## src/rtl/core/psu_pkg.sv

```systemverilog
// Package for the PNG scanline unfilter core: sizes, filter codes,
// register indexes, lane control and result types. No dependencies.
`default_nettype none

package psu_pkg;

    localparam int LANES         = 8;
    localparam int ROW_UNITS_MAX = 4096;
    localparam int COL_W         = $clog2(ROW_UNITS_MAX);
    localparam int BPU_W         = 4;
    localparam int UPR_W         = 13;
    localparam int CFG_W         = 13;
    localparam int BYTE_W        = 8;
    localparam int WORD_W        = LANES * BYTE_W;
    localparam int CODE_W        = 8;

    // configuration register indexes
    localparam logic CFG_BYTES_PER_UNIT = 1'b0;
    localparam logic CFG_UNITS_PER_ROW  = 1'b1;

    // highest legal filter code
    localparam logic [CODE_W-1:0] FILTER_CODE_MAX = 8'd4;

    typedef enum logic [2:0] {
        FLT_NONE  = 3'd0,
        FLT_SUB   = 3'd1,
        FLT_UP    = 3'd2,
        FLT_AVG   = 3'd3,
        FLT_PAETH = 3'd4
    } filter_t;

    // per-lane control from the row state
    typedef struct packed {
        filter_t filt;
        logic    active;
    } lane_ctrl_t;

    // one result word
    typedef struct packed {
        logic [WORD_W-1:0] pixel_bytes;
        logic              row_end;
        logic              bad_filter;
    } out_word_t;

    // Paeth predictor on one byte lane
    function automatic logic [BYTE_W-1:0] paeth_pred(
        input logic [BYTE_W-1:0] a,
        input logic [BYTE_W-1:0] b,
        input logic [BYTE_W-1:0] c
    );
        logic [BYTE_W:0] pa;
        logic [BYTE_W:0] pb;
        logic [BYTE_W:0] pc;
        logic [BYTE_W:0] ab;
        logic [BYTE_W:0] c2;
        pa = (b > c) ? {1'b0, b - c} : {1'b0, c - b};
        pb = (a > c) ? {1'b0, a - c} : {1'b0, c - a};
        ab = {1'b0, a} + {1'b0, b};
        c2 = {c, 1'b0};
        pc = (ab > c2) ? (ab - c2) : (c2 - ab);
        if (pa <= pb && pa <= pc)
            paeth_pred = a;
        else if (pb <= pc)
            paeth_pred = b;
        else
            paeth_pred = c;
    endfunction

endpackage

`default_nettype wire

```

## src/rtl/core/psu_lane.sv

```systemverilog
// One byte lane of filter reconstruction: prediction from the left,
// upper and upper-left bytes plus the filtered byte. Depends on psu_pkg.
`default_nettype none

module psu_lane (
    input  wire psu_pkg::lane_ctrl_t     ctrl,
    input  wire logic [psu_pkg::BYTE_W-1:0] x,
    input  wire logic [psu_pkg::BYTE_W-1:0] a,
    input  wire logic [psu_pkg::BYTE_W-1:0] b,
    input  wire logic [psu_pkg::BYTE_W-1:0] c,
    output logic      [psu_pkg::BYTE_W-1:0] y
);
    import psu_pkg::*;

    logic [BYTE_W-1:0] pred;
    logic [BYTE_W:0]   sum_ab;

    assign sum_ab = {1'b0, a} + {1'b0, b};

    // predictor select
    always_comb
    begin
        case (ctrl.filt)
            FLT_SUB:   pred = a;
            FLT_UP:    pred = b;
            FLT_AVG:   pred = sum_ab[BYTE_W:1];
            FLT_PAETH: pred = paeth_pred(a, b, c);
            default:   pred = '0;
        endcase
    end

    // unused lanes read as zero
    assign y = ctrl.active ? (x + pred) : '0;

endmodule

`default_nettype wire
```

## config.mk

```make
export PLATFORM = sky130hd
export DESIGN_NAME = psu_lane
export DESIGN_NICKNAME = d
export VERILOG_FILES = /design/src/rtl/core/psu_pkg.sv /design/src/rtl/core/psu_lane.sv
export SDC_FILE = /design/constraint.sdc
export NUM_CORES = 1
export LEC_CHECK = 0
export BUFFER_PORTS_ARGS = -buffer_cell sky130_fd_sc_hd__clkbuf_2
export CAP_MARGIN = 25
export CORE_MARGIN = 2
export CORE_UTILIZATION = 45
export DETAILED_ROUTE_END_ITERATION = 10
export PLACE_DENSITY = 0.69
export SETUP_SLACK_MARGIN = 0.1
export SYNTH_ARGS = -nofsm -noshare
export SYNTH_HDL_FRONTEND = slang
export SYNTH_SLANG_ARGS = --single-unit
export TNS_END_PERCENT = 50
```

## constraint.sdc

```tcl
create_clock -name vclk -period 12.6
set_clock_uncertainty 0.2 [all_clocks]
set_input_delay 1.89 -clock vclk [all_inputs]
set_output_delay 1.89 -clock vclk [all_outputs]
set_load 0.05 [all_outputs]
```

# Yosys cells after proc, flatten, opt, wreduce, memory -nomap -nowiden
# Index checks and enable logic that the tools add are counted.
# W data, S select, Z words.
word_totals:
  register_bits: 0
  output_inout_bits: 8
  wordCells: 26
classes:
  n_addsub: 8
  order_cmp: 6
  n_eq_ne: 4
  muxes: 7
  n_reduce_logical: 1
ops:
  columns: ["operator", "n"]
  rows:
  - ["$mux W8", 5]
  - ["$pmux W8 S4", 1]
  - ["$sub A8 B8 Y8", 4]
  - ["$le A8 B9 Y1", 2]
  - ["$sub A9 B9 Y9", 2]
  - ["$gt A8 B8 Y1", 2]
  - ["$add A8 B8 Y9", 1]
  - ["$gt A9 B9 Y1", 1]
  - ["$mux W9", 1]
  - ["$add A8 B8 Y8", 1]
  - ["$le A8 B8 Y1", 1]
  - ["$eq A3 B2 Y1 const B", 2]
  - ["$eq A3 B1 Y1 const B", 1]
  - ["$eq A3 B3 Y1 const B", 1]
  - ["$logic_and A1 B1 Y1", 1]

# Logic depth before layout (Yosys ltp)
logic_depth:
  word_depth: 9
  mapped_depth: 42
  depth_no_buf: 41

# Worst setup path before layout
# Ideal clock, no wire load.
synth_path:
  path_type: "input-to-output"
  startpoint: "input port a[1] (netlist name)"
  endpoint: "output port y[7] (netlist name)"
  t_arrival_ns: 8.864
  t_required_ns: 10.510
  setup_slack_ns: 1.646
  path_stages: 39
  path_buffers: 1
  cell_sequence: "ha_1 a21o_1 a21oi_1 o21bai_1 a21oi_1 o21bai_1 a21oi_1 xor2_1 inv_1 ha_1 nand4_1 or2_2 o21ai_1 buf_2 o21ai_0 o22ai_1 o21ai_0 a221oi_1 [... 3 more ...] nand3_1 or2_2 inv_1 nand2_1 o2111ai_1 o21a_1 nand2_1 o22a_1 o21ai_0 ha_1 a21oi_1 o21bai_1 a21oi_1 o21ai_0 xor2_1 and2_1 a22o_1 a311o_1"
synth_via:
  elab_chain_len: 9
synth_lines:
  columns: ["element", "line", "source"]
  rows:
  - ["from (decl)", "psu_lane.sv:8", "input wire logic [psu_pkg::BYTE_W-1:0] a,"]
  - ["$add A8 B8 Y9", "psu_pkg.sv:58, psu_lane.sv:18", null]
  - ["$sub A9 B9 Y9 or $gt A9 B9 Y1 (tied branches)", "psu_pkg.sv:60", "pc = (ab > c2) ? (ab - c2) : (c2 - ab);"]
  - ["$mux W9", "psu_pkg.sv:60", null]
  - ["$le A8 B9 Y1, on equally long branches", "psu_pkg.sv:63, psu_pkg.sv:61", null]
  - ["$mux W8 or $logic_and A1 B1 Y1 (tied branches)", "psu_pkg.sv:63, psu_pkg.sv:61", null]
  - ["$mux W8", "psu_pkg.sv:61", "if (pa <= pb && pa <= pc)"]
  - ["$pmux W8 S4 (*)", "psu_lane.sv:23", "case (ctrl.filt)"]
  - ["$add A8 B8 Y8 (*)", "psu_lane.sv:33", "assign y = ctrl.active ? (x + pred) : '0;"]
  - ["$mux W8 (*)", "psu_lane.sv:33", null]
  - ["to (decl)", "psu_lane.sv:11", "output logic [psu_pkg::BYTE_W-1:0] y"]
# Every way passes the cells marked *; elsewhere a longest branch is shown, timed or not.

# Worst setup path in the final report
# Same ends and word-level chain as after synthesis.

==> results by group <==
Outcome
  – Run status: finished, final reports clean

Timing
  – Post-layout minimum cycle time: ~12,000 ps
  – Slew headroom: 0.3587
  – Setup tns final: 0 ps
  – Max Freq: 84.55 MHz
  – Slew @ Worst Pin: 961.9 ps
  – Final setup fails: 0
  – Endpoints failing hold: 0
  – Slew Viols, Final: 0
  – RSZ-0062 raised after global routing: no
  – Final worst path period share: 0.9387

Global route
  – Number of global-route vias before repair: between 3,000 and 4,000
  – Total track usage: 0.2384
  – Largest net degree at the start of global routing: 16
  – First-pass GRT wire length: around 17,000 um
  – Grt total ovfl: 0
  – Initial antenna violation count: 0

Worst setup path
  – Slowest library cell on the worst path: ha_1
  – WP data required: 10,510 ps
  – CP endpoint kind: output port
  – CP Max Fanout: 11
  – Setup crit start: a[1]
  – Crit Path Class: primary input to output port
  – CP Launch Type: primary input
  – Crit-path max cell delay: 390 ps
  – CP Data Arrival Time: 9740 ps
  – Worst setup path endpoint: y[7]

Power
  – Peak supply drop: 0.06521 mV
  – Overall Power: 0.4606 mW
  – Sw Ratio: 0.6070
  – Pwr/cell area: 119.9 mW/mm^2
  – Clock power share: 0
  – Leakage power: 1.997 nW
  – Int Pwr: 0.1810 mW
  – P_sw: 0.2796 mW
  – Power share of the combinational group: 1.000
  – Sequential share of power: 0

Floorplanning
  – Core ar.: between 0.007 and 0.008 sq mm
  – Site Rows: 32
  – IO Count: 44
  – Chip height: 92.27 um
  – Die Area: approximately 0.0085 sq mm
  – Die Span X: 92.27 um
  – Initial Util: 0.4584

Detailed routing
  – WL/cell: ~17 um
  – Routed WL: 10,290 um
  – Via-to-Cell Ratio: 5.970
  – Pre-Repair DR Iteration Count: 5
  – Routed Antenna Nets: 0
  – 1st-iter DRT viols: 249
  – DRC Markers: 0
  – Vias: between 3,000 and 4,000

Run
  – Max_cap viols: 0

Cells and area
  – Sequential cell area: 0 sq um
  – Fin area: 0.003840 sq mm
  – Clock buf count: 0
  – Commonest non-fill, non-tap cell in the layout: ha_1
  – Most frequent cells in the layout: 81 x ha_1, 59 x inv_1, 44 x clkbuf_2
  – Final net count: 622
  – Share of layout cells above drive strength 1: 0.1354
  – ANT cells: 0
  – Area Growth Syn to Fin: 9.529%
  – Layout Utilization: 0.5021
  – Seq cells: 0

Synth
  – Cell variety after synth: 58
  – Post-Syn Instances: 459
  – Synthesized area per cell: 7.638 sq um
  – Synthesized Nets: 584
  – Synth warn: 0
  – Netlist Area Pre-Place: roughly 0.0035 sq mm
  – Sequential area share after synthesis: 0

Placement
  – Port buffer count: 44
  – Hpwl dp: 8839 um
  – Routability cong.: 1.009
  – Placed Area: 0.003817 sq mm

Min path
  – Hold Path Class: primary input to output port

Clock network
  – Post-CTS Hold Buffers: 0
[worst max-delay path: cells and delay by family]
family,cells,cell delay (ps)
and+or+nand+nor,7,1300
xor gates and xnor gates,3,710
buffers and inverters,5,700
adders and majority gates,4,1240
AOI/OAI and AO/OA,22,3890
[layer usage]
layer,track usage,wire [um],up-vias
li1,-,-,1759
met1,0.2989,4495,1669
met2,0.4430,5065,114
met3,0.01479,438,22
met4,0.05597,291,0
met5,0,0,-
[worst min path at each step]
stage / depth (start not counted) / startpoint / slack [ps] / end
after floorplan: 1 / ctrl[0] / 3860 / y[2]
after global placement: 3 / ctrl[0] / 4090 / y[5]
after detailed placement: 3 / ctrl[0] / 4100 / y[4]
after CTS: 3 / ctrl[0] / 4100 / y[4]
after global routing: 3 / ctrl[0] / 4120 / y[4]
final: 3 / ctrl[0] / 4090 / y[4]
[cell families (layout without fill, tap and decap cells)]
logic type,after synthesis,count (layout),share of synthesized area
AOI/OAI and AO/OA,154,154,0.3009
xor gates and xnor gates,29,29,0.07245
adders and majority gates,89,89,0.3348
buffers and inverters,68,104,0.07566
muxes,27,27,0.07923
and+or+nand+nor,92,92,0.1371
[power by group through the flow]
stage | registers [mW] | logic [mW] | clock network (mW)
4_1_cts | 0 | 0.448 | 0
2_1_floorplan | 0 | 0.342 | 0
3_3_place_gp | 0 | 0.438 | 0
3_5_place_dp | 0 | 0.445 | 0
6_report | 0 | 0.461 | 0
5_1_grt | 0 | 0.504 | 0
[through the flow]
stage,instances,hold slack [ps],worst slack [ps]
global placement,597,4093,838.2
global route,597,4120,84.89
CTS,597,4101,588.2
floorplan,459,3865,1646
finish,597,4092,772.9
detailed placement,597,4097,613.3
[layout make-up]
| type | instances | area (sq um) |
|---|---|---|
| Fill cell | 750 | 3807 |
| Multi-Input combinational cell | 391 | 3263 |
| Timing Repair Buffer | 45 | 227.7 |
| Inverter | 59 | 221.5 |
| Tap cell | 102 | 127.6 |
[cell usage after synthesis, types with 5 or more instances]
cell,n,area [sq um]
xor2_1,12,105.1
a31oi_1,5,31.28
nand3_1,7,35.03
o21ai_0,29,145.1
fa_1,8,160.2
mux2_2,6,67.56
a21o_1,18,135.1
nor2_1,13,48.80
o22a_1,6,52.55
o21bai_1,11,82.58
clkbuf_1,6,22.52
ha_1,81,1013
xnor2_1,17,148.9
nand4_1,10,62.56
and2_1,11,68.82
a22oi_1,7,52.55
inv_1,59,221.5
a21boi_0,5,37.54
nor2b_1,6,37.54
nand2_1,27,101.4
mux2i_1,21,210.2
nand2b_1,5,31.28
a21oi_1,33,165.2
a211oi_1,6,45.04
[repair_timing]
item	4_1_cts	5_1_grt
buffers inserted	0	0
setup endpoints to repair	0	1
gates resized for setup	0	6
(Power assumes the default switching activity.)
